`config.mk`:
```
export PLATFORM = sky130hd
export DESIGN_NAME = bnc_ram
export DESIGN_NICKNAME = d
export VERILOG_FILES = /design/src/hdl/bnc_ram.sv
export SDC_FILE = /design/constraint.sdc
export NUM_CORES = 1
export LEC_CHECK = 0
export ABC_AREA = 1
export BUFFER_PORTS_ARGS = -buffer_cell sky130_fd_sc_hd__buf_4
export CORE_MARGIN = 2
export CORE_UTILIZATION = 30
export DETAILED_ROUTE_END_ITERATION = 6
export SLEW_MARGIN = 20
export SYNTH_ARGS = -nofsm -noshare
export SYNTH_HDL_FRONTEND = slang
export SYNTH_SLANG_ARGS = --single-unit
```
`constraint.sdc`:
```
create_clock -name clk_i -period 3.1 [get_ports clk_i]
set_input_delay 0.775 -clock clk_i [delete_from_list [all_inputs] [get_ports clk_i]]
set_output_delay 0.775 -clock clk_i [all_outputs]
set_load 0.02 [all_outputs]
```
`src/hdl/bnc_ram.sv`:
```
// ----------------------------------------------------------------------------
// bnc_ram
// Generic RAM with one write port and two registered read ports.
// ----------------------------------------------------------------------------
module bnc_ram #(
  parameter int unsigned Width = 8,
  parameter int unsigned Depth = 16,
  localparam int unsigned AW   = (Depth > 1) ? $clog2(Depth) : 1
) (
  input  logic             clk_i,
  input  logic             we_i,
  input  logic [AW-1:0]    waddr_i,
  input  logic [Width-1:0] wdata_i,
  input  logic             re_i,
  input  logic [AW-1:0]    raddr_a_i,
  input  logic [AW-1:0]    raddr_b_i,
  output logic [Width-1:0] rdata_a_o,
  output logic [Width-1:0] rdata_b_o
);

  logic [Width-1:0] mem_q [Depth];
  logic [Width-1:0] rdata_a_q;
  logic [Width-1:0] rdata_b_q;

  always_ff @(posedge clk_i) begin
    if (we_i) begin
      mem_q[waddr_i] <= wdata_i;
    end
    if (re_i) begin
      rdata_a_q <= mem_q[raddr_a_i];
      rdata_b_q <= mem_q[raddr_b_i];
    end
  end

  assign rdata_a_o = rdata_a_q;
  assign rdata_b_o = rdata_b_q;

endmodule

```
=== After elaboration in Yosys (flattened, before gate mapping) ===
Memories as Yosys holds them, arrays and structs flattened. A register that Yosys moved wholly into a read port is not among the register bits.
Index checks and enable logic that the tools add are counted.

* Multiplexer cells: 2

{| class="wikitable"
|+ Operator list
! cell !! count
|-
| 1-bit two-way mux || 2
|}

* Register bits: 0
* Bits in writable memories: 128
* Input bits: 23
* Word-level logic and storage cells: 3
* Memories kept: 1

{| class="wikitable"
|+ Memory list
! memory !! depth !! width !! read ports !! clocked after memory_dff !! write ports !! RTL line !! RTL
|-
| mem_q || 16 || 8 || 2 || 2 || 1 || 21 || <nowiki>logic [Width-1:0] mem_q [Depth];</nowiki>
|}

=== Longest topological paths before layout ===
* Depth after elaboration: 2
* Depth in mapped cells: 7

=== Worst setup path before layout ===
No wires, ideal clock.

* Path type: input port to flip-flop
* Start point: input waddr_i[2]
* End point: memory mem_q[10][0], enable pin
* Library setup time: 0.370 ns
* Arrival time: 1.356 ns
* Data required time: 2.730 ns
* Path slack: 1.374 ns
* Stages on the path: 2
* Path through: nand3b_1 nor2_1

{| class="wikitable"
|+ RTL lines
! item !! RTL line !! RTL
|-
| from (decl) || 12 || <nowiki>input logic [AW-1:0] waddr_i,</nowiki>
|-
| to (decl) || 21 ||
|}

Straight into the memory's write port.

==> summary.txt <==
CTS buffer count: 17
Core Box Area: 0.0243 mm2
Tcrit/Tclk final: 0.663
First-pass GRT wire length: 35000 um
CTS tree: yes
Die area: 0.0260 mm2
Layout area overhead: 15.3%
Commonest non-fill, non-tap cell in the layout: nand2_1
Root Buffer: clkbuf_16
Largest family of logic cells by synthesized area: simple AND/OR/NAND/NOR gates
Reg-to-Reg End: rdata_a_o[5]
Clock skew: 0.00769 ns
Global route overflow: 0
Layout cell share with drive strength beyond 1: 0.101
Largest vdd supply drop: 0.387 mV
Hold depth: 1
DRT Pass-1 Iters: 5
Routed Antenna Nets: 0
Setup CP Type: primary input to flop
Via density per instance: 4.97
Measured slew at the worst slew-check pin: 0.822 ns
Status: complete, no violations
P_leak: 3.75 nW
Mapped Cells: 851
CTS H-tree lvls: 4
Remaining DRCs: 0
RePlAce Congestion: 0.919
Yosys reg bits: 144
Critical Path Source Type: primary input
Worst Path Required: 3.28 ns
IO Pins: 39
Mapped Nets: 874
Flop2flop setup slack: 1.79 ns
Site Rows: 57
Port-buffer cells: 38
Non-Filler Instances: 1215
Post-Synth Simple-Gate Area: 0.303
Detailed Route Iter0 Violations: 731
Die W: 161 um
Mux contribution to synthesized area: 0
Max Root-Sink Buffers: 2
Dpl cells: 1183
Hold_buf cts: 0
Gr usage total: 0.181
Syn Area/Cell: 8.72 um2
Worst-path fanout max: 33
Max Slew Vio Count: 0
Critical Path End Type: flop
Area share of fa/ha/maj cells after synthesis: 0
Vias in the first global route: 5886
CTS clock-pin slew for the worst setup and hold paths: 0.06 ns
Chip height: 161 um
Largest net degree at the start of global routing: 41
XOR/XNOR Fraction of Synth Area: 0
Final-report setup violation count: 0
Cell variety after synth: 12
Final-report hold violation count: 0
Routed len/inst: 18.7 um
Synth area leaders: edfxtp_1 (58%), nand3_1 (15%), nand2_1 (14%)
Power Density: 577 mW/mm2
Later-pin clock latency in the skew report: 0.43 ns
Synth Area in Compound Gates: 0
Total clock sinks: 144
Initial Utilization: 0.305
Reg2Reg Depth: 6
Nets: 901
WP data arrival: 2.24 ns
# diodes: 0
Most frequent cells in the layout: nand2_1 (277), nand3_1 (225), edfxtp_1 (144)
Register area share after synthesis: 0.583
Hold Path End: mem_q[13][7]
RR Startpoint: mem_q[1][5]
PostCTS Resize Cnt: 0
Setup bufs post-CTS: 0
Synth top area share: 0.583
Crit. Startpoint: raddr_a_i[1]
Synth warn: 0
TNS Setup: 0 ns
Synth area leader: edfxtp_1
Routed wire length: 22700 um
DP HPWL: 14600 um
Maxcap violations: 0
Achievable Freq: 486 MHz
Hold Path Class: primary input to flop
RSZ-0062 raised after global routing: false
Worst Min Path Start: wdata_i[7]
Max-Slew Margin vs Limit: 0.450
Synthesized area: 0.00742 mm2
Crit path time final: 2.06 ns
Via count: 6036
Initial antenna violation count: 0
==> state kept, by name (all words and copies together) (netlist names) <==
| name | flops |
|---|---|
| rdata_a_o | 8 |
| rdata_b_o | 8 |
| mem_q | 128 |
==> report_power, final <==
group	internal, mW	leakage, nW	total (mW)	switching [mW]
Combinational	0.138	2.13	0.468	0.330
Sequential	2.20	1.31	2.22	0.0185
Clock	1.43	0.304	2.25	0.820
==> final cells by class <==
type | count | area [um2]
repair buffers | 56 | 420
clock buffers | 18 | 429
multi-input cells | 521 | 2240
well taps | 324 | 405
flip-flops and latches | 144 | 4320
inverters | 138 | 518
fillers | 2479 | 15800
clock inverters | 14 | 213
==> cell usage after synthesis <==
master	n
clkbuf_1	3
edfxtp_1	144
buf_2	26
nand3b_1	2
inv_2	4
buf_4	4
inv_1	134
nor2_1	17
nand3_1	225
nand2_1	277
buf_1	1
buf_6	14
==> how the worst max path moves through the flow <==
stage | end | cells after the start
3_3_place_gp | rdata_a_o[5] | 6
5_1_grt | rdata_a_o[5] | 6
4_1_cts | rdata_a_o[5] | 6
6_report | rdata_a_o[5] | 6
2_1_floorplan | mem_q[10][0] | 2
3_5_place_dp | rdata_a_o[5] | 6
==> routing by layer <==
layer	global-route usage	wire length (um)	part of all wire	vias up
met4	0.0791	662	0.029	0
met3	0.0342	1770	0.078	49
met2	0.275	10200	0.45	308
li1	-	-	-	2806
met1	0.252	10100	0.45	2873
met5	0	0	0	-
==> critical path, cell delays in order <==
cell and delay [ns]:
buf_4 0.39, inv_2 0.43, nand3_1 0.20, nand3_1 0.16, nand3_1 0.20, nand2_1 0.07
==> logic make-up (layout without fill, tap and decap cells) <==
group         Yosys count  count (layout)
simple gates          521             521
buf+inv               186             226
flops                 144             144
==> metrics by stage <==
step / worst slack [ns] / hold slack, ns / util / instance area, um2 / total power [mW]
2_1_floorplan: 1.37 / 0.701 / - / 7420 / 2.55
3_3_place_gp: 0.660 / 0.740 / 0.325 / 7910 / 2.72
3_5_place_dp: 0.676 / 0.739 / 0.325 / 7910 / 2.73
4_1_cts: 1.12 / 0.648 / 0.352 / 8550 / 4.96
5_1_grt: 0.974 / 0.668 / 0.352 / 8550 / 5.09
6_report: 1.04 / 0.658 / 0.352 / 8550 / 4.94
Power figures use the tool's default switching activity.
