$ cat src/hdl/bnc_pkg.sv
// ----------------------------------------------------------------------------
// bnc_pkg
// Shared types and constants of the bracket nesting checker.
// ----------------------------------------------------------------------------
package bnc_pkg;

  localparam int unsigned MAX_NESTING_DEF = 1024;

  localparam int unsigned LINE_W = 24;
  localparam int unsigned COL_W  = 16;

  localparam logic [LINE_W-1:0] LINE_MAX = {LINE_W{1'b1}};
  localparam logic [COL_W-1:0]  COL_MAX  = {COL_W{1'b1}};

  localparam logic [7:0] CHR_NUL    = 8'h00;
  localparam logic [7:0] CHR_TAB    = 8'h09;
  localparam logic [7:0] CHR_NL     = 8'h0A;
  localparam logic [7:0] CHR_LPAREN = 8'h28;
  localparam logic [7:0] CHR_RPAREN = 8'h29;
  localparam logic [7:0] CHR_LBRACK = 8'h5B;
  localparam logic [7:0] CHR_RBRACK = 8'h5D;

  localparam logic [4:0] TAB_WIDTH_RST = 5'd8;

  // Register index, taken from paddr[2].
  localparam logic REG_TAB_WIDTH = 1'b0;

  typedef enum logic [2:0] {
    ST_OK        = 3'd0,
    ST_TOO_DEEP  = 3'd1,
    ST_UNMATCHED = 3'd2,
    ST_MISMATCH  = 3'd3,
    ST_UNCLOSED  = 3'd4
  } status_e;

  // One stack entry: bracket kind (1 for square) and its position.
  typedef struct packed {
    logic              square;
    logic [LINE_W-1:0] line;
    logic [COL_W-1:0]  col;
  } bnc_entry_t;

  // A word as it leaves the front stage for evaluation.
  typedef struct packed {
    logic              last;
    logic [7:0]        text_byte;
    logic [LINE_W-1:0] line;
    logic [COL_W-1:0]  col;
    logic              too_deep;
    logic              unmatched;
    logic              push;
    logic              pop;
    logic              want_square;
    logic              depth_nz;
  } bnc_item_t;

  typedef struct packed {
    status_e           status;
    logic [7:0]        bracket_byte;
    logic [LINE_W-1:0] line;
    logic [COL_W-1:0]  col;
  } bnc_result_t;

  function automatic logic [7:0] opener_byte(input logic square);
    return square ? CHR_LBRACK : CHR_LPAREN;
  endfunction

endpackage

$ cat src/hdl/bnc_back.sv
// ----------------------------------------------------------------------------
// bnc_back
// Kind check against the stack data, result selection and output register.
// ----------------------------------------------------------------------------
module bnc_back (
  input  logic                 clk_i,
  input  logic                 rst_ni,
  input  logic                 item_valid_i,
  input  bnc_pkg::bnc_item_t   item_i,
  input  bnc_pkg::bnc_entry_t  top_i,
  input  bnc_pkg::bnc_entry_t  below_i,
  output logic                 advance_o,
  output logic                 out_valid_o,
  input  logic                 out_ready_i,
  output bnc_pkg::bnc_result_t result_o
);
  import bnc_pkg::*;

  logic        err_q, err_d;
  logic        out_valid_q, out_valid_d;
  bnc_result_t result_q, result_d, res;
  bnc_entry_t  open_entry;
  logic        mismatch, err, emit;

  assign mismatch = item_i.pop && (top_i.square != item_i.want_square);
  assign err      = item_i.too_deep || item_i.unmatched || mismatch;
  // Words after an error are dropped until the end of the stream.
  assign emit     = !err_q && (err || item_i.last);

  assign advance_o = item_valid_i && (!emit || !out_valid_q || out_ready_i);

  // Innermost opener still open once this word is done.
  always_comb begin
    if (item_i.push) begin
      open_entry.square = (item_i.text_byte == CHR_LBRACK);
      open_entry.line   = item_i.line;
      open_entry.col    = item_i.col;
    end else if (item_i.pop) begin
      open_entry = below_i;
    end else begin
      open_entry = top_i;
    end
  end

  always_comb begin
    res.status       = ST_OK;
    res.bracket_byte = item_i.text_byte;
    res.line         = item_i.line;
    res.col          = item_i.col;
    if (item_i.too_deep) begin
      res.status = ST_TOO_DEEP;
    end else if (item_i.unmatched) begin
      res.status = ST_UNMATCHED;
    end else if (mismatch) begin
      res.status       = ST_MISMATCH;
      res.bracket_byte = opener_byte(top_i.square);
      res.line         = top_i.line;
      res.col          = top_i.col;
    end else if (item_i.depth_nz) begin
      res.status       = ST_UNCLOSED;
      res.bracket_byte = opener_byte(open_entry.square);
      res.line         = open_entry.line;
      res.col          = open_entry.col;
    end else begin
      res.bracket_byte = CHR_NUL;
    end
  end

  always_comb begin
    err_d       = err_q;
    out_valid_d = out_valid_q;
    result_d    = result_q;
    if (out_ready_i) begin
      out_valid_d = 1'b0;
    end
    if (advance_o) begin
      if (item_i.last) begin
        err_d = 1'b0;
      end else if (err) begin
        err_d = 1'b1;
      end
      if (emit) begin
        out_valid_d = 1'b1;
        result_d    = res;
      end
    end
  end

  always_ff @(posedge clk_i or negedge rst_ni) begin
    if (!rst_ni) begin
      err_q       <= 1'b0;
      out_valid_q <= 1'b0;
    end else begin
      err_q       <= err_d;
      out_valid_q <= out_valid_d;
    end
  end

  always_ff @(posedge clk_i) begin
    result_q <= result_d;
  end

  assign out_valid_o = out_valid_q;
  assign result_o    = result_q;

endmodule

$ cat config.mk
export PLATFORM = sky130hd
export DESIGN_NAME = bnc_back
export DESIGN_NICKNAME = d
export VERILOG_FILES = /design/src/hdl/bnc_pkg.sv /design/src/hdl/bnc_back.sv
export SDC_FILE = /design/constraint.sdc
export NUM_CORES = 1
export LEC_CHECK = 0
export ABC_AREA = 1
export BUFFER_PORTS_ARGS = -buffer_cell sky130_fd_sc_hd__clkbuf_2
export CORE_AREA = 5 5 95 97
export CTS_CLUSTER_SIZE = 10
export DETAILED_ROUTE_END_ITERATION = 12
export DIE_AREA = 0 0 100 102
export PLACE_DENSITY = 0.95
export SETUP_SLACK_MARGIN = 0.15
export SLEW_MARGIN = 15
export SYNTH_ARGS = -nofsm -noshare
export SYNTH_HDL_FRONTEND = slang
export SYNTH_SLANG_ARGS = --single-unit
$ cat constraint.sdc
create_clock -name clk_i -period 5.1 [get_ports clk_i]
set_input_delay 0.51 -clock clk_i [delete_from_list [all_inputs] [get_ports clk_i]]
set_output_delay 0.51 -clock clk_i [all_outputs]
set_load 0.1 [all_outputs]
# Yosys cells after proc, flatten, opt, wreduce, memory -nomap -nowiden
# Cells that the tools add are included.
[totals] reg_bits=53 in_bits=141 output_inout_bits=53 word_cells=40
[classes] eq_ne=2 mux=16 n_reduce_logical=15
[op_table] operator="$mux 48" count=2
[op_table] operator="$mux 41" count=2
[op_table] operator="$mux 50" count=1
[op_table] operator="$mux 40" count=1
[op_table] operator="$mux 7" count=3
[op_table] operator="$eq 8x7->1 const B" count=1
[op_table] operator="$logic_or 1x1->1" count=5
[op_table] operator="$mux 1" count=5
[op_table] operator="$reduce_and 2->1" count=2
[op_table] operator="$logic_and 1x1->1" count=3
[op_table] operator="$logic_not 1->1" count=3
[op_table] operator="$mux 3" count=1
[op_table] operator="$reduce_or 3->1" count=1
[op_table] operator="$mux 2" count=1
[op_table] operator="$reduce_bool 2->1" count=1
[op_table] operator="$ne 1x1->1" count=1

# Logic depth before layout (Yosys ltp)
# Gate-level depths: netlist (run 1).
[logic_depth] ltp_word=10 ltp_mapped=10 mapped_depth_nobuf=9

# Worst setup path before layout (run 1)
# Ideal clock, no wire load.
[synth_timing] path_kind="reg2reg" start="register out_valid_q, in the netlist out_valid_o" end="register result_q, in the netlist result_o[0], enable pin" setup_time_ps=460 arrival_time_ps=3314 required_ps=4640 setup_slack_ps=1326 path_stages_with_launch=6 n_path_buf=0 synth_period_minus_slack_ps=3774 cell_sequence="dfrtp_1 -> nand2_1 -> inv_1 -> nand2_1 -> nand3_1 -> nor2_1"
[synth_via] elab_chain_cells=5
[synth_rtl] element="from (decl)" line="bnc_back.sv:20" source="logic out_valid_q, out_valid_d;"
[synth_rtl] element="from (signal assigned)" line="bnc_back.sv:95" source="out_valid_q <= out_valid_d;"
[synth_rtl] element="$logic_not 1->1" line="bnc_back.sv:30" source="assign advance_o = item_valid_i && (!emit || !out_valid_q || out_ready_i);"
[synth_rtl] element="$logic_or 1x1->1 (2 in series)" line="bnc_back.sv:30"
[synth_rtl] element="$logic_and 1x1->1" line="bnc_back.sv:30"
[synth_rtl] element="$reduce_and 2->1 (no source line)"
[synth_rtl] element="to (signal assigned)" line="bnc_back.sv:100" source="result_q <= result_d;"
[synth_rtl] element="to (decl)" line="bnc_back.sv:21" source="bnc_result_t result_q, result_d, res;"
# Every way passes these cells.
# A chain may end at the register's enable or synchronous reset.

# Final worst setup path (run 1)
[layout_timing] start="input port item_i[4] (netlist bit)" end="output port advance_o"
[layout_via] elab_chain_cells=8
[layout_rtl] element="from (decl)" line="bnc_back.sv:9" source="input bnc_pkg::bnc_item_t item_i,"
[layout_rtl] element="$logic_or 1x1->1 (2 in series)" line="bnc_back.sv:26" source="assign err = item_i.too_deep || item_i.unmatched || mismatch;"
[layout_rtl] element="$logic_or 1x1->1" line="bnc_back.sv:28" source="assign emit = !err_q && (err || item_i.last);"
[layout_rtl] element="$logic_and 1x1->1" line="bnc_back.sv:28"
[layout_rtl] element="$logic_not 1->1" line="bnc_back.sv:30"
[layout_rtl] element="$logic_or 1x1->1 (2 in series)" line="bnc_back.sv:30"
[layout_rtl] element="$logic_and 1x1->1" line="bnc_back.sv:30"
[layout_rtl] element="to (decl)" line="bnc_back.sv:12" source="output logic advance_o,"
# Every way passes these cells.

==> metrics.txt, run 1 <==
status=completed; Placer Congestion=0.813; setup ws final=2.43 ns; RSZ-0062 raised after global routing=no; relative slew slack=31.7%; register bit total from synthesis=53; VDD IR max=139 µV; Distinct cells, synth=23; largest cells by area after synthesis=edfxtp_1 39%, nand2_1 33%, inv_1 6.3%; crit path launch type=input pin; LEAKAGE=2.88 nW; final hold vios=0; Die Footprint=0.0102 mm²; Fin Setup TNS=0 ns; area of the multi-input gates=0.00190 mm²; Worst Hold Depth=3; Max-cap violations=0; via count=4268; 1st-pass router iterations=5; worst setup path startpoint=item_i[4]; clock skew=between 0.009 and 0.01 ns; Synth area leader=edfxtp_1; wire per inst=12.9 µm; Filler cells=788; clock root cell=clkbuf_8; Std-Cell Rows=33; Syn Inst Count=616; combinational share of power=43.3%; Buffers on Ports=193; # diodes=0; CTS buffer count=5; layout cell share with drive strength beyond 1=around a quarter; DR vias/cell=4.79; Reg area=0.00158 mm²; DRC violations left=0; Die Span X=100 µm; WP data required=4.59 ns; sequential-to-total area share from yosys stat=40.0%; Die Y=102 µm; clk slew on worst S/H paths=0.10 ns; worst-path fanout max=18; Max Clock Freq=374 MHz; Max Slew Vio Count=0; Hold Crit Class=in -> reg; Setup crit end kind=output port; H-tree Lvls=2; Syn Nets=757; total gr overflow=0; Yosys warning count=0; Net Sw Frac=45.0%; Place WS=2.44 ns; nets@finish=slightly above 900; Iter 0 DRT Violations=201; r2r setup slk=approximately 3.3 ns; Avg Synthesized Cell Area=approximately 6.4 µm²; final WL=about 12 mm; clock buffer depth=2; worst-margin pin slew=1.02 ns; crit path DAT=2.16 ns; WHS Endpoint=result_o[2]; first-pass GRT wire length=between 15 and 20 mm; initial antenna violation count=0; Hold Slack=a little under 0.5 ns; CTS tree=yes; Tcrit/Tclk final=52.4%; post-synthesis instance area=0.00395 mm²; sequential power share=around 40%; vias in the first global route=3774; setup violators final=0; Cell Int Power=about 0.00075 W; GRT Overall Usage=21.4%; initial core utilization=49.1%; Cell Pwr Density=approximately 280 mW/mm²; Area Growth Syn to Fin=25.1%; Worst R2R Start=out_valid_o; post_cts resized=0; HP Start=item_i[8]; CTS Sinks=53; Yosys top cell area share=38.8%; clk_lat worst skew=roughly 0.30 ns; core area=~0.008 mm²; Psw=0.000613 W; dpl hpwl=8.27 mm; clock power share=16.3%; boundary pin count=194; RR Endpoint=result_o[39]; Routed Antenna Nets=0; largest net degree at the start of global routing=73; CP Class=in -> out; Worst R2R Path Depth=6; min Tclk post-route=2.67 ns
## flip-flops by register name, indices dropped and copies added, names as in the netlist
name,cells
result_o,51
err_q,1
out_valid_o,1
## stage by stage
| stage | instance area, µm² | instances | utilization, % | total power, W |
|---|---|---|---|---|
| after CTS | 4940 | 891 | 61.4 | 0.00137 |
| final | 4940 | 891 | 61.4 | 0.00136 |
| after floorplan | 3950 | 616 | - | 0.00102 |
| after detailed placement | 4860 | 883 | 60.3 | 0.00115 |
| after global routing | 4940 | 891 | 61.4 | 0.00142 |
| after global placement | 4860 | 883 | 60.3 | 0.00114 |
## area by class of cell
class | instances | area share, %
clock buffers | 6 | 1.47
clock inverters | 1 | 0.0759
inverters | 70 | 5.37
multi-input cells | 460 | 38.4
flip-flops and latches | 53 | 32.0
well taps | 105 | 2.66
repair buffers | 196 | 20.1
## synth_stat cells
| cell | number |
|---|---|
| nand2_2 | 1 |
| nand4_1 | 2 |
| o21ai_1 | 30 |
| nor2_1 | 39 |
| inv_2 | 3 |
| dfrtp_1 | 2 |
| a21oi_1 | 1 |
| inv_4 | 1 |
| o22ai_1 | 1 |
| nor2_2 | 1 |
| nor2_8 | 1 |
| o211ai_1 | 10 |
| o21ai_0 | 3 |
| inv_1 | 66 |
| buf_6 | 7 |
| a31oi_1 | 1 |
| buf_4 | 2 |
| nand3_1 | 24 |
| edfxtp_1 | 51 |
| nand3_4 | 1 |
| nor2_4 | 1 |
| nand2_1 | 344 |
| buf_2 | 24 |
## power groups by stage
stage | sequential (W) | clock, W | combinational [W]
2_1_floorplan | 0.000849 | 0 | 0.000172
3_3_place_gp | 0.000557 | 0 | 0.000584
3_5_place_dp | 0.000560 | 0 | 0.000591
4_1_cts | 0.000550 | 0.000227 | 0.000593
5_1_grt | 0.000554 | 0.000238 | 0.000631
6_report | 0.000550 | 0.000222 | 0.000590
## kinds of logic after synthesis
family | count (synthesis) | share of synthesized area (%)
simple gates | 414 | 41.3
buf+inv | 103 | 12.1
flops | 53 | 40.0
compound gates | 46 | 6.52
## routing by layer
metal	GRT usage (%)	routed length (µm)
met1	26.0	4520
met2	38.0	5670
met3	4.91	1120
met4	6.01	200
met5	0	0
## cell usage in the layout (no fill, tap or decap), types with 2 or more instances in the layout
cell type and n:
buf_4 2, clkbuf_2 193, clkbuf_8 5, dfrtp_1 2
edfxtp_1 51, inv_1 66, inv_2 3, nand2_1 344
nand3_1 24, nand4_1 2, nor2_1 38, nor2_4 2
o211ai_1 10, o21ai_0 3, o21ai_1 30
## worst max path at each step
| stage | to | slack (ns) | depth (start not counted) |
|---|---|---|---|
| 3_5_place_dp | advance_o | 2.44 | 5 |
| 4_1_cts | advance_o | 2.45 | 5 |
| 3_3_place_gp | advance_o | 2.49 | 5 |
| 2_1_floorplan | result_o[0] | 1.33 | 5 |
| 5_1_grt | advance_o | 2.32 | 5 |
| 6_report | advance_o | 2.43 | 5 |
## critical path, cell delays in order
cell and delay (ns):
clkbuf_2 0.13, nor2_2 0.66, nand3_1 0.19, a31oi_1 0.18
clkbuf_2 0.48
## repair_timing
item / CTS / global route
hold buffers: 1 / 0
hold endpoints to repair: 2 / 0
setup endpoints to repair: 0 / 0
setup buffers: 0 / 0
Power figures use the tool's default switching activity.
==> inputs of run 2 (changes only) <==
Settings changed: CORE_AREA 5 5 95 97 to 5 5 103 105, DIE_AREA 0 0 100 102 to 0 0 108 110, PLACE_DENSITY 0.95 to 0.88.
Clock period 5.1 ns to 2.3 ns, I/O delays scaled along.
==> metrics.txt, run 2 (synthesized netlist as in run 1, its figures left out) <==
met1 Use GR=25.1% (was 26.0%); Max-cap violations=0 (unchanged); crit path launch type=flop (was input pin); most crowded layer after global routing=met2 (unchanged); via count=4424 (was 4268); Std-Cell Rows=36 (was 33); clock buffer depth=2 (unchanged); CTS tree=yes (unchanged); total gr overflow=0 (unchanged); LEAKAGE=2.93 nW (was 2.88 nW); initial core utilization=41.4% (was 49.1%); Cell Pwr Density=632 mW/mm² (was 276 mW/mm²); DRC violations left=0 (unchanged); Die Footprint=0.0119 mm² (was 0.0102 mm²); CTS Sinks=53 (unchanged); Hold-fix buffers, CTS=1 (unchanged); GRT Overall Usage=20.3% (was 21.4%); Placed Area=0.00498 mm² (was 0.00486 mm²); boundary pin count=194 (unchanged); most frequent cells in the layout=343 x nand2_1, 192 x clkbuf_2, 65 x inv_1 (was 344 x nand2_1, 193 x clkbuf_2, 66 x inv_1); filler-free cell count of the finished design=926 (was 891); final hold vios=0 (unchanged); Setup crit end kind=output port (unchanged); design area=0.00511 mm² (was 0.00494 mm²); Die Span X=108 µm (was 100 µm); clock power share=20.5% (was 16.3%); Worst Hold Depth=3 (unchanged); combinational share of power=41.6% (was 43.3%); worst-path fanout max=2 (was 18); first-pass GRT wire length=19.1 mm (was 17.7 mm); clk_lat worst skew=0.31 ns (was 0.30 ns); clock skew=0.00907 ns (was 0.00921 ns); largest net degree at the start of global routing=73 (unchanged); Tcrit/Tclk final=72.9%; nets@finish=933 (was 927); crit path DAT=1.45 ns (was 2.16 ns); Worst R2R Path Depth=6 (unchanged); Cell Int Power=0.00180 W (was 0.000749 W); Area Growth Syn to Fin=29.3% (was 25.1%); relative slew slack=44.2% (was 31.7%); RSZ-0062 raised after global routing=no (unchanged); most common cell after layout, fill and taps aside=nand2_1 (unchanged); layout cell share with drive strength beyond 1=28.2% (was 26.7%); Buffers on Ports=193 (unchanged); # diodes=0 (unchanged); Max Slew Vio Count=0 (unchanged); CTS buffer count=5 (unchanged); Placer Congestion=0.909 (was 0.813); status=completed (unchanged); VDD IR max=288 µV (was 139 µV); Final Power=0.00323 W (was 0.00136 W); max reg flops=51 (unchanged); wire per inst=13.5 µm (was 12.9 µm); post_cts resized=0 (unchanged); dpl hpwl=9.18 mm (was 8.27 mm); Hold Slack=0.193 ns (was 0.493 ns); Max Clock Freq=596 MHz; WP data required=2.07 ns (was 4.59 ns); DR vias/cell=4.78 (was 4.79); clock root cell=clkbuf_8 (unchanged); Net Sw Frac=44.2% (was 45.0%); Fin Setup TNS=0 ns (unchanged); vias in the first global route=4040 (was 3774); setup violators final=0 (unchanged); Psw=0.00143 W (was 0.000613 W); initial antenna violation count=0 (unchanged); Routed Antenna Nets=0 (unchanged); Die Y=110 µm (was 102 µm); 1st-pass router iterations=5 (unchanged); core area=0.00955 mm² (was 0.00805 mm²); final WL=12.5 mm (was 11.5 mm); placed cell count=917 (was 883); worst-margin pin slew=0.836 ns (was 1.02 ns); Hold Crit Class=in -> reg (unchanged); clk slew on worst S/H paths=0.11 ns (was 0.10 ns); Iter 0 DRT Violations=234 (was 201); global routing met2 resource utilization=36.6% (was 38.0%); min Tclk post-route=about 1.7 ns; H-tree Lvls=2 (unchanged); sequential power share=37.9% (was 40.4%); # Post-CTS Setup Buffers=0 (unchanged); met3 Use GR=3.79% (was 4.91%); CP Class=reg -> out (was in -> out)
[run 2: stage by stage]
step / setup slack [ns] / util, %
after floorplan: 0.157 / -
after CTS: 0.615 / 53.5
after global placement: 0.626 / 52.2
after global routing: 0.546 / 53.5
final: 0.623 / 53.5
after detailed placement: 0.603 / 52.2
[run 2: final cells by class]
| cell class | instances | area, µm² |
|---|---|---|
| fillers | 949 | 4440 |
| multi-input cells | 460 | 1910 |
| flip-flops and latches | 53 | 1590 |
| repair buffers | 202 | 1060 |
| inverters | 70 | 265 |
| well taps | 133 | 166 |
| clock buffers | 5 | 68.8 |
| clock inverters | 3 | 46.3 |
[run 2: path summary, 6_finish.rpt]
| check | startpoint | endpoint | slack [ns] |
|---|---|---|---|
| max reg2reg | out_valid_o | result_o[12] | 0.65 |
| min reg2reg | out_valid_o | out_valid_o | 0.62 |
| max in group asynchronous | rst_ni | out_valid_o | 1.94 |
| min | item_i[33] | result_o[27] | 0.19 |
| max | out_valid_o | advance_o | 0.62 |
| min in group asynchronous | rst_ni | out_valid_o | 0.25 |
[run 2: worst max-delay path, cell delays in order (launching register included)]
cell     delay [ns]
dfrtp_4        0.49
nand2_2        0.08
inv_2          0.04
a31oi_2        0.30
buf_12         0.22
[run 2: layer usage]
metal  up-vias  part of all wire, %
met5         -                    0
met4         0                  1.2
met3        11                  9.6
met2       248                   49
met1      1925                   40
li1       2240                    -
[run 2: power by group through the flow]
| stage | clock (W) | combinational [W] | sequential (W) |
|---|---|---|---|
| 3_5_place_dp | 0 | 0.00134 | 0.00124 |
| 6_report | 0.000661 | 0.00134 | 0.00122 |
| 5_1_grt | 0.000707 | 0.00144 | 0.00123 |
| 4_1_cts | 0.000671 | 0.00135 | 0.00122 |
| 3_3_place_gp | 0 | 0.00133 | 0.00124 |
| 2_1_floorplan | 0 | 0.000388 | 0.00188 |
