[config.mk]
export PLATFORM = sky130hd
export DESIGN_NAME = bnc_front
export DESIGN_NICKNAME = d
export VERILOG_FILES = /design/src/hdl/bnc_pkg.sv /design/src/hdl/bnc_front.sv
export SDC_FILE = /design/constraint.sdc
export NUM_CORES = 1
export LEC_CHECK = 0
export BUFFER_PORTS_ARGS = -buffer_cell sky130_fd_sc_hd__clkbuf_2
export CORE_ASPECT_RATIO = 1.4
export CORE_MARGIN = 4
export CORE_UTILIZATION = 35
export CTS_CLUSTER_DIAMETER = 60
export DETAILED_ROUTE_END_ITERATION = 10
export GPL_ROUTABILITY_DRIVEN = 0
export MAX_ROUTING_LAYER = met4
export PLACE_DENSITY_LB_ADDON = 0.1
export SLEW_MARGIN = 20
export SYNTH_ARGS = -nofsm -noshare
export SYNTH_HDL_FRONTEND = slang
export SYNTH_SLANG_ARGS = --single-unit
[constraint.sdc]
create_clock -name clk_i -period 4.3 [get_ports clk_i]
set_clock_uncertainty 0.15 [all_clocks]
set_input_delay 0.43 -clock clk_i [delete_from_list [all_inputs] [get_ports clk_i]]
set_output_delay 0.43 -clock clk_i [all_outputs]
set_load 0.005 [all_outputs]
[src/hdl/bnc_pkg.sv]
// ----------------------------------------------------------------------------
// bnc_pkg
// Shared types and constants of the bracket nesting checker.
// ----------------------------------------------------------------------------
package bnc_pkg;

  localparam int unsigned MAX_NESTING_DEF = 1024;

  localparam int unsigned LINE_W = 24;
  localparam int unsigned COL_W  = 16;

  localparam logic [LINE_W-1:0] LINE_MAX = {LINE_W{1'b1}};
  localparam logic [COL_W-1:0]  COL_MAX  = {COL_W{1'b1}};

  localparam logic [7:0] CHR_NUL    = 8'h00;
  localparam logic [7:0] CHR_TAB    = 8'h09;
  localparam logic [7:0] CHR_NL     = 8'h0A;
  localparam logic [7:0] CHR_LPAREN = 8'h28;
  localparam logic [7:0] CHR_RPAREN = 8'h29;
  localparam logic [7:0] CHR_LBRACK = 8'h5B;
  localparam logic [7:0] CHR_RBRACK = 8'h5D;

  localparam logic [4:0] TAB_WIDTH_RST = 5'd8;

  // Register index, taken from paddr[2].
  localparam logic REG_TAB_WIDTH = 1'b0;

  typedef enum logic [2:0] {
    ST_OK        = 3'd0,
    ST_TOO_DEEP  = 3'd1,
    ST_UNMATCHED = 3'd2,
    ST_MISMATCH  = 3'd3,
    ST_UNCLOSED  = 3'd4
  } status_e;

  // One stack entry: bracket kind (1 for square) and its position.
  typedef struct packed {
    logic              square;
    logic [LINE_W-1:0] line;
    logic [COL_W-1:0]  col;
  } bnc_entry_t;

  // A word as it leaves the front stage for evaluation.
  typedef struct packed {
    logic              last;
    logic [7:0]        text_byte;
    logic [LINE_W-1:0] line;
    logic [COL_W-1:0]  col;
    logic              too_deep;
    logic              unmatched;
    logic              push;
    logic              pop;
    logic              want_square;
    logic              depth_nz;
  } bnc_item_t;

  typedef struct packed {
    status_e           status;
    logic [7:0]        bracket_byte;
    logic [LINE_W-1:0] line;
    logic [COL_W-1:0]  col;
  } bnc_result_t;

  function automatic logic [7:0] opener_byte(input logic square);
    return square ? CHR_LBRACK : CHR_LPAREN;
  endfunction

endpackage

[src/hdl/bnc_front.sv]
// ----------------------------------------------------------------------------
// bnc_front
// Position tracking, stack depth and stack memory access for each word.
// ----------------------------------------------------------------------------
module bnc_front #(
  parameter int unsigned MaxNesting = 1024,
  localparam int unsigned AW = (MaxNesting > 1) ? $clog2(MaxNesting) : 1,
  localparam int unsigned DW = $clog2(MaxNesting + 1)
) (
  input  logic                clk_i,
  input  logic                rst_ni,
  input  logic [4:0]          tab_width_i,
  input  logic                in_valid_i,
  output logic                in_ready_o,
  input  logic [7:0]          text_byte_i,
  input  logic                is_last_i,
  input  logic                advance_i,
  output logic                item_valid_o,
  output bnc_pkg::bnc_item_t  item_o,
  output logic                ram_we_o,
  output logic [AW-1:0]       ram_waddr_o,
  output bnc_pkg::bnc_entry_t ram_wdata_o,
  output logic                ram_re_o,
  output logic [AW-1:0]       ram_raddr_a_o,
  output logic [AW-1:0]       ram_raddr_b_o
);
  import bnc_pkg::*;

  logic [DW-1:0]     depth_q, depth_d;
  logic [LINE_W-1:0] line_q, line_d;
  logic [COL_W-1:0]  col_q, col_d;
  logic              nul_q, nul_d;
  logic              valid_q, valid_d;
  bnc_item_t         item_q, item_d;

  logic              accept;
  logic [LINE_W-1:0] line_n;
  logic [COL_W-1:0]  col_n;
  logic              nul_n;
  logic [COL_W:0]    col_sum;
  logic [4:0]        col_inc;
  logic              is_open, is_close, too_deep, unmatched, push, pop;
  logic [DW-1:0]     depth_n, depth_m1, depth_m2;

  assign in_ready_o = !valid_q || advance_i;
  assign accept     = in_valid_i && in_ready_o;

  // Position after this byte; frozen once a NUL has been seen.
  always_comb begin
    line_n  = line_q;
    col_n   = col_q;
    nul_n   = nul_q;
    col_inc = (text_byte_i == CHR_TAB) ? tab_width_i : 5'd1;
    col_sum = {1'b0, col_q} + {{(COL_W - 4){1'b0}}, col_inc};
    if (!nul_q) begin
      if (text_byte_i == CHR_NUL) begin
        nul_n = 1'b1;
      end else if (text_byte_i == CHR_NL) begin
        if (line_q != LINE_MAX) begin
          line_n = line_q + LINE_W'(1);
        end
        col_n = '0;
      end else begin
        col_n = col_sum[COL_W] ? COL_MAX : col_sum[COL_W-1:0];
      end
    end
  end

  assign is_open   = (text_byte_i == CHR_LPAREN) || (text_byte_i == CHR_LBRACK);
  assign is_close  = (text_byte_i == CHR_RPAREN) || (text_byte_i == CHR_RBRACK);
  assign too_deep  = is_open && (depth_q >= DW'(MaxNesting));
  assign unmatched = is_close && (depth_q == '0);
  assign push      = is_open && !too_deep;
  assign pop       = is_close && !unmatched;
  assign depth_m1  = depth_q - DW'(1);
  assign depth_m2  = depth_q - DW'(2);

  always_comb begin
    depth_n = depth_q;
    if (push) begin
      depth_n = depth_q + DW'(1);
    end else if (pop) begin
      depth_n = depth_m1;
    end
  end

  // Port A reads the top entry, port B the one below it.
  assign ram_we_o           = accept && push;
  assign ram_waddr_o        = depth_q[AW-1:0];
  assign ram_wdata_o.square = (text_byte_i == CHR_LBRACK);
  assign ram_wdata_o.line   = line_n;
  assign ram_wdata_o.col    = col_n;
  assign ram_re_o           = accept;
  assign ram_raddr_a_o      = depth_m1[AW-1:0];
  assign ram_raddr_b_o      = depth_m2[AW-1:0];

  always_comb begin
    depth_d = depth_q;
    line_d  = line_q;
    col_d   = col_q;
    nul_d   = nul_q;
    item_d  = item_q;
    valid_d = advance_i ? 1'b0 : valid_q;
    if (accept) begin
      valid_d            = 1'b1;
      item_d.last        = is_last_i;
      item_d.text_byte   = text_byte_i;
      item_d.line        = line_n;
      item_d.col         = col_n;
      item_d.too_deep    = too_deep;
      item_d.unmatched   = unmatched;
      item_d.push        = push;
      item_d.pop         = pop;
      item_d.want_square = (text_byte_i == CHR_RBRACK);
      item_d.depth_nz    = (depth_n != '0);
      if (is_last_i) begin
        depth_d = '0;
        line_d  = LINE_W'(1);
        col_d   = '0;
        nul_d   = 1'b0;
      end else begin
        depth_d = depth_n;
        line_d  = line_n;
        col_d   = col_n;
        nul_d   = nul_n;
      end
    end
  end

  always_ff @(posedge clk_i or negedge rst_ni) begin
    if (!rst_ni) begin
      depth_q <= '0;
      line_q  <= LINE_W'(1);
      col_q   <= '0;
      nul_q   <= 1'b0;
      valid_q <= 1'b0;
    end else begin
      depth_q <= depth_d;
      line_q  <= line_d;
      col_q   <= col_d;
      nul_q   <= nul_d;
      valid_q <= valid_d;
    end
  end

  always_ff @(posedge clk_i) begin
    item_q <= item_d;
  end

  assign item_valid_o = valid_q;
  assign item_o       = item_q;

endmodule

# [Yosys cells after proc, flatten, opt, wreduce, memory -nomap -nowiden]
# Cells that the tools add are included.
[totals] in_bits=18 regBits=108 word_cells=63 out_inout_bits=130
[op_classes] reduce_logical=16 n_mux=19 addsub=5 n_eq_ne=7 n_lt_le_gt_ge=1
[ops] op="$mux W24" count=5
[ops] op="$mux W16" count=5
[ops] op="$mux W11" count=3
[ops] op="$add A24 B1 Y24 const B" count=1
[ops] op="$ne A24 B24 Y1 const B" count=1
[ops] op="$add A16 B5 Y17" count=1
[ops] op="$eq A8 B4 Y1 const B" count=2
[ops] op="$eq A8 B6 Y1 const B" count=2
[ops] op="$eq A8 B7 Y1 const B" count=2
[ops] op="$add A11 B1 Y11 const B" count=1
[ops] op="$ge A11 B11 Y1 const B" count=1
[ops] op="$logic_not A11 Y1" count=1
[ops] op="$reduce_bool A11 Y1" count=1
[ops] op="$sub A11 B1 Y11 const B" count=1
[ops] op="$sub A10 B2 Y10 const B" count=1
[ops] op="$logic_not A8 Y1" count=1
[ops] op="$logic_and A1 B1 Y1" count=6
[ops] op="$mux W1" count=5
[ops] op="$mux W5" count=1
[ops] op="$logic_not A1 Y1" count=3
[ops] op="$logic_or A1 B1 Y1" count=3
[ops] op="$reduce_bool A2 Y1" count=1

# [Depth between registers and ports, before layout]
# Gate-level depths: netlist (run 1).
[logic_depth] word_depth=8 ltp_mapped=12 depth_no_buf=11

# [Least setup slack after synthesis (run 1)]
# OpenSTA, ideal clock, no wires.
[synth_timing] kind="input port to output port" startpoint="input text_byte_i[2]" endpoint="output ram_wdata_o[3] (netlist name)" required_ps=3720 path_slack_ps=615 path_buffers=1 path_stages=11 t_arrival_ps=3105 path_cell_list="or4_4 -> or3_1 -> ha_1 -> fa_1 -> a21o_1 -> a21oi_1 -> o21ba_2 -> nor2_1 -> clkbuf_1 -> o21ai_0 -> o21ai_0"
[synth_lines] item="start, declared" line_no="bnc_front.sv:15" text="input logic [7:0] text_byte_i,"
[synth_lines] item="end, declared" line_no="bnc_front.sv:22" text="output bnc_pkg::bnc_entry_t ram_wdata_o,"

==> results.md, run 1 <==
- Status: finished, violations left
- Violated checks: hold timing
- Fin. Hold Viols: 3
- Total CTS buffers: 9
- Worst vdd ir: 156 uV
- Final Worst Setup Slack: 0.187 ns
- Synth warn: 0
- DR DRC count: 0
- Top Layer Used: met4
- Antenna violation net count after detailed routing: 0
- H-Tree Depth: 3
- Most frequent cells in the layout: 147 x clkbuf_2, 68 x nand2_1, 62 x nor2_1
- Fmax: 0.243 GHz
- Design area: 7440 um2
- # IOs: 148
- Flop pwr share: 0.496
- Post-synth EDFFs: 55
- Die area: 20000 um2
- Startpoint types: input port
- Critical path class: in -> out
- Slew margin rel.: 0.247
- Average cell area after synthesis: 9.64 um2
- Fin Setup TNS: 0 ns
- Internal power: 0.00172 W
- Slowest-stage cell, CP: or4_4
- Power Total: 0.00240 W
- Max stage delay on crit path: 0.59 ns
- Hold Crit Class: in -> async
- Place WS: 0.0881 ns
- Crit end category: primary output
- WL met1: 7070 um
- Synth Flop Type: edfxtp_1
- DR vias: 5414
- Syn Nets: 677
- DP Wirelength: 13100 um
- DRT Pass-1 Iters: 5
- Area after DPL: 7160 um2
- Leakage power: 3.33 nW
- WL final: 17800 um
- CP cell instances: clkbuf_2, or4_4, or3_1, ha_1, fa_1, a21o_1, a21oi_2, o21ba_2, nor2_1, buf_4, o21ai_0, o21ai_0, clkbuf_2
- Combinational power share: 0.173
- Vias/cell: 5.33
- # port buffers: 147
- Total global routing overflow: 0
- DRT iter0 DRCs: 352
- Critical Path Fanout Max: 6
- Pwr per Cell Area: 322 nW/um2
- Gr usage total: 0.183
- WL met2: 9540 um
- Core footprint: 17400 um2
- Req. time, crit path: 3.72 ns
- Post-synth cell types: 69
- Reg clk slew, reported paths: 0.08 ns
- Area delta synth->final: 19.5%
- CTS root buf: clkbuf_16
- Yosys reg bits: 108
- Multi-input logic area: 2980 um2
- Worst slew pin tran: 1.13 ns
- Hold-fix buffers, CTS: 0
- Largest net degree at the start of global routing: 51
- Initial core utilization: 0.358
- Endpoints failing setup: 0
- CTS sink count: 108
- Net switching power: 0.000681 W
- Vias in the first global route: 5434
- Commonest non-fill, non-tap cell in the layout: clkbuf_2
- Die X: 121 um
- Sequential Area: 2980 um2
- Diodes inserted: 0
- Synthesized area: 6230 um2
- Later-pin clock latency in the skew report: 0.35 ns
- Worst hold margin: -0.00660 ns
- Fill cell count: 1787
- Critical path arrival: 3.53 ns
- Final Critical Period: 4.11 ns
- Post-synth ARST share: 0.491
- Max Buffers Root-to-Sink: 2
- Power share of the clock group: 0.330
- Seq/Total Area, Yosys: 0.478
- Sw Share: 0.284
- Max Slew Vio Count: 0
- Fin nets: 805
- CTS tree: built
- First-pass GRT wire length: 28700 um
- Initial antenna violation count: 0
- Share of layout cells above drive strength 1: 0.254
- Part of the cycle the worst path needs: 0.956
- Synth Instances: 646
- Chip height: 166 um
- WL/cell: 17.5 um
- Max-cap violations: 0
- Row cnt: 57
- Metal3 WL: 953 um
==> stage by stage <==
step | instances | util
2_1_floorplan | 646 | -
3_3_place_gp | 999 | 0.411
3_5_place_dp | 999 | 0.411
4_1_cts | 1015 | 0.427
5_1_grt | 1015 | 0.428
6_report | 1015 | 0.428
==> layout make-up <==
type	count	area share
inverter	20	0.0101
clock buffer	9	0.0303
clock inverter	7	0.00656
multi-input combinational	474	0.400
sequential	108	0.400
timing repair buffer	161	0.113
tap	236	0.0397
==> cells in the mapped netlist, types with 3 or more instances <==
library cell	n	area (um2)
a211oi_1	4	30.0
a21o_1	7	52.6
a21oi_1	32	160
a221o_1	7	70.1
a22o_1	6	52.6
a22oi_1	3	22.5
a31oi_1	4	25.0
a32o_1	4	40.0
and2_1	6	37.5
and3_1	16	100
and4_1	4	35.0
buf_4	11	82.6
clkbuf_1	30	113
dfrtp_1	52	1300
edfxtp_1	55	1650
ha_1	12	150
inv_1	18	67.6
mux2i_1	16	160
nand2_1	69	259
nand2b_1	5	31.3
nand3_1	26	130
nand4_1	6	37.5
nor2_1	62	233
nor2b_1	7	43.8
nor3_1	18	90.1
nor4_1	15	93.8
o21a_1	4	30.0
o21ai_0	45	225
o221ai_1	4	35.0
o22ai_1	4	25.0
o31ai_1	5	37.5
xnor2_1	26	228
xor2_1	16	140
==> power by group through the flow <==
stage / logic [W] / clock network [W] / registers [W]
after floorplan: 0.000238 / 0 / 0.00120
after global placement: 0.000419 / 0 / 0.00121
after detailed placement: 0.000424 / 0 / 0.00121
after CTS: 0.000427 / 0.000817 / 0.00119
after global routing: 0.000467 / 0.000857 / 0.00120
final: 0.000416 / 0.000793 / 0.00119
==> worst max-delay path: cells and delay by family <==
kind,cells,cell delay (ns)
adders and majority gates,2,0.63
and+or+nand+nor,3,1.03
AOI/OAI and AO/OA,5,0.99
buffers and inverters,3,0.45
==> metal layers <==
metal | up-vias | track usage
met3 | 18 | 0.0313
li1 | 2607 | -
met5 | - | -
met1 | 2606 | 0.215
met4 | 0 | 0.0483
met2 | 183 | 0.323
==> sequential cells by signal, indices dropped and copies added, names as in the netlist <==
signal        count
line_q           24
depth_q          11
col_q            16
nul_q             1
item_valid_o      1
item_o           55
==> repair_timing <==
| action | in CTS | in global routing |
|---|---|---|
| resized for setup | 0 | 4 |
| endpoints found under the setup margin | 0 | 8 |
| hold endpoints to repair | 0 | 0 |
| setup buffers | 0 | 0 |
==> path summary, 6_finish.rpt <==
check	startpoint	end	slack, ns	cells past startpoint
setup reg to reg	depth_q[3]$_DFFE_PN0P_	item_o[0]$_DFFE_PP_	1.06	9
setup / recovery	text_byte_i[2]	ram_wdata_o[3]	0.19	13
hold reg to reg	col_q[0]$_DFFE_PN0P_	col_q[0]$_DFFE_PN0P_	0.38	1
max in group asynchronous	rst_ni	line_q[0]$_DFFE_PN1P_	3.06	2
min in group clk_i	in_valid_i	item_valid_o$_DFFE_PN0P_	0.15	2
hold / removal	rst_ni	line_q[12]$_DFFE_PN0P_	-0.007	1
==> kinds of logic after synthesis <==
group,Yosys count,synth area share
AND/OR/NAND/NOR,256,0.208
flip-flops,108,0.478
adder cells (fa/ha/maj),13,0.0273
AO/OA/AOI/OAI,147,0.156
multiplexers,16,0.0257
buffers and inverters,64,0.0454
XOR/XNOR,42,0.0591
Note: power is estimated with default switching activity, not from simulation.
==> inputs of run 2 (changes only) <==
--- a/config.mk
+++ b/config.mk
@@ -6,6 +6,7 @@
 export NUM_CORES = 1
 export LEC_CHECK = 0
 export BUFFER_PORTS_ARGS = -buffer_cell sky130_fd_sc_hd__clkbuf_2
+export CAP_MARGIN = 20
 export CORE_ASPECT_RATIO = 1.4
 export CORE_MARGIN = 4
 export CORE_UTILIZATION = 35
==> constraint.sdc (replaced) <==
create_clock -name clk_i -period 4.4 [get_ports clk_i]
set_clock_uncertainty 0.15 [all_clocks]
set_input_delay 0.44 -clock clk_i [delete_from_list [all_inputs] [get_ports clk_i]]
set_output_delay 0.44 -clock clk_i [all_outputs]
set_load 0.005 [all_outputs]
==> results.md, run 2 (same netlist as run 1, synthesis figures left out) <==
- Status: finished, final reports clean
- FF-to-FF path depth: 9
- Hold Crit Class: in -> async
- Max Buffers Root-to-Sink: 2
- Total global routing overflow: 0
- # port buffers: 147
- Die area: 20000 um2
- Most frequent cells in the layout: 147 x clkbuf_2, 68 x nand2_1, 61 x nor2_1
- DR vias: 5426
- Max Slew Vio Count: 0
- Req. time, crit path: 3.81 ns
- Row cnt: 57
- Total CTS buffers: 9
- Final Critical Period: 4.11 ns
- DRT Pass-1 Iters: 5
- Pwr per Cell Area: 324 nW/um2
- Critical R2R Launch: depth_q[3]$_DFFE_PN0P_
- Top Family by Delay on Critical Path: simple AND/OR/NAND/NOR gates
- Worst R2R Setup Slack: 1.20 ns
- WL final: 17800 um
- Critical Path Fanout Max: 12
- WL/cell: 17.5 um
- Slowest-stage cell, CP: or4_4
- Internal power: 0.00177 W
- Reg clk slew, reported paths: 0.07 ns
- Initial antenna violation count: 0
- Max-cap violations: 0
- Vias/cell: 5.35
- Combinational power share: 0.168
- CP cell instances: clkbuf_2, or4_4, or3_1, ha_1, fa_1, a21o_1, a21oi_1, o21ba_2, nor2_2, nor3_1, a41oi_1, o21a_1, clkbuf_2
- Worst vdd ir: 148 uV
- Area delta synth->final: 20.2%
- Reg-to-Reg End: item_o[0]$_DFFE_PP_
- Vias in the first global route: 5495
- Die X: 121 um
- Later-pin clock latency in the skew report: 0.35 ns
- Max stage delay on crit path: 0.60 ns
- Fin. Hold Viols: 0
- Hold-fix buffers, CTS: 0
- Gr usage total: 0.184
- Fmax: 0.243 GHz
- Fin nets: 805
- Endpoints failing setup: 0
- Critical path arrival: 3.52 ns
- Diodes inserted: 0
- Crit end category: primary output
- CTS sink count: 108
- Fin Setup TNS: 0 ns
- Largest register FFs: 55
- Core footprint: 17400 um2
- Largest net degree at the start of global routing: 60
- Share of layout cells above drive strength 1: 0.254
- Critical Path Start: text_byte_i[2]
- Part of the cycle the worst path needs: 0.935
- RSZ-0062 raised after global routing: false
- H-Tree Depth: 3
- CTS tree: built
- Initial core utilization: 0.358
- Chip height: 166 um
- Critical path class: in -> out
- Slew margin rel.: 0.347
- DP Wirelength: 13000 um
- Worst slew pin tran: 0.976 ns
- Antenna violation net count after detailed routing: 0
- Power share of the clock group: 0.353
- # IOs: 148
- Commonest non-fill, non-tap cell in the layout: clkbuf_2
- Net switching power: 0.000661 W
- DR DRC count: 0
- Leakage power: 3.34 nW
- Flop pwr share: 0.479
- Startpoint types: input port
- Bufs and invs on worst path: 2
- First-pass GRT wire length: 28800 um
- Sw Share: 0.272
- Worst hold margin: 0.0694 ns
- CTS root buf: clkbuf_16
- DRT iter0 DRCs: 313
- Crit-path most repeated cell: clkbuf_2
run 2: routing by layer:
metal  wire length [um]  vias up  GRT usage  share of wire
met2               9440      172      0.328           0.53
met1               7140     2625      0.207           0.40
met5                  0        -          -              0
met3                913       25     0.0337          0.051
met4                292        0     0.0567          0.016
li1                   -     2604          -              -
run 2: how the worst max path moves through the flow:
stage | to | cells past startpoint
CTS | ram_wdata_o[7] | 13
finish | ram_wdata_o[7] | 13
floorplan | ram_wdata_o[3] | 11
global route | ram_wdata_o[6] | 14
global placement | ram_wdata_o[7] | 13
detailed placement | ram_wdata_o[7] | 13
run 2: area by class of cell:
type	count	area [um2]
flip-flops and latches	108	2980
repair buffers	161	853
well taps	236	295
fillers	1797	9920
clock inverters	5	58.8
multi-input cells	474	2970
inverters	20	75.1
clock buffers	11	253
run 2: power by group through the flow:
stage | sequential (W) | clock (W) | combinational, W
after CTS | 0.00116 | 0.000881 | 0.000418
after global placement | 0.00118 | 0 | 0.000410
after detailed placement | 0.00118 | 0 | 0.000416
after floorplan | 0.00118 | 0 | 0.000232
after global routing | 0.00117 | 0.000917 | 0.000461
final | 0.00116 | 0.000857 | 0.000407
run 2: through the flow:
| stage | cell area (um2) | setup slack [ns] | total power [W] | utilization | cells |
|---|---|---|---|---|---|
| floorplan | 6230 | 0.695 | 0.00141 | - | 646 |
| CTS | 7480 | 0.216 | 0.00246 | 0.430 | 1014 |
| finish | 7490 | 0.286 | 0.00243 | 0.430 | 1015 |
| global route | 7490 | 0.00740 | 0.00255 | 0.430 | 1015 |
| global placement | 7160 | 0.318 | 0.00159 | 0.412 | 998 |
| detailed placement | 7160 | 0.226 | 0.00160 | 0.412 | 998 |
run 2: timing repair:
action                     CTS  global route
setup buffers                0             1
setup endpoints to repair    0             2
resized for setup            0             1
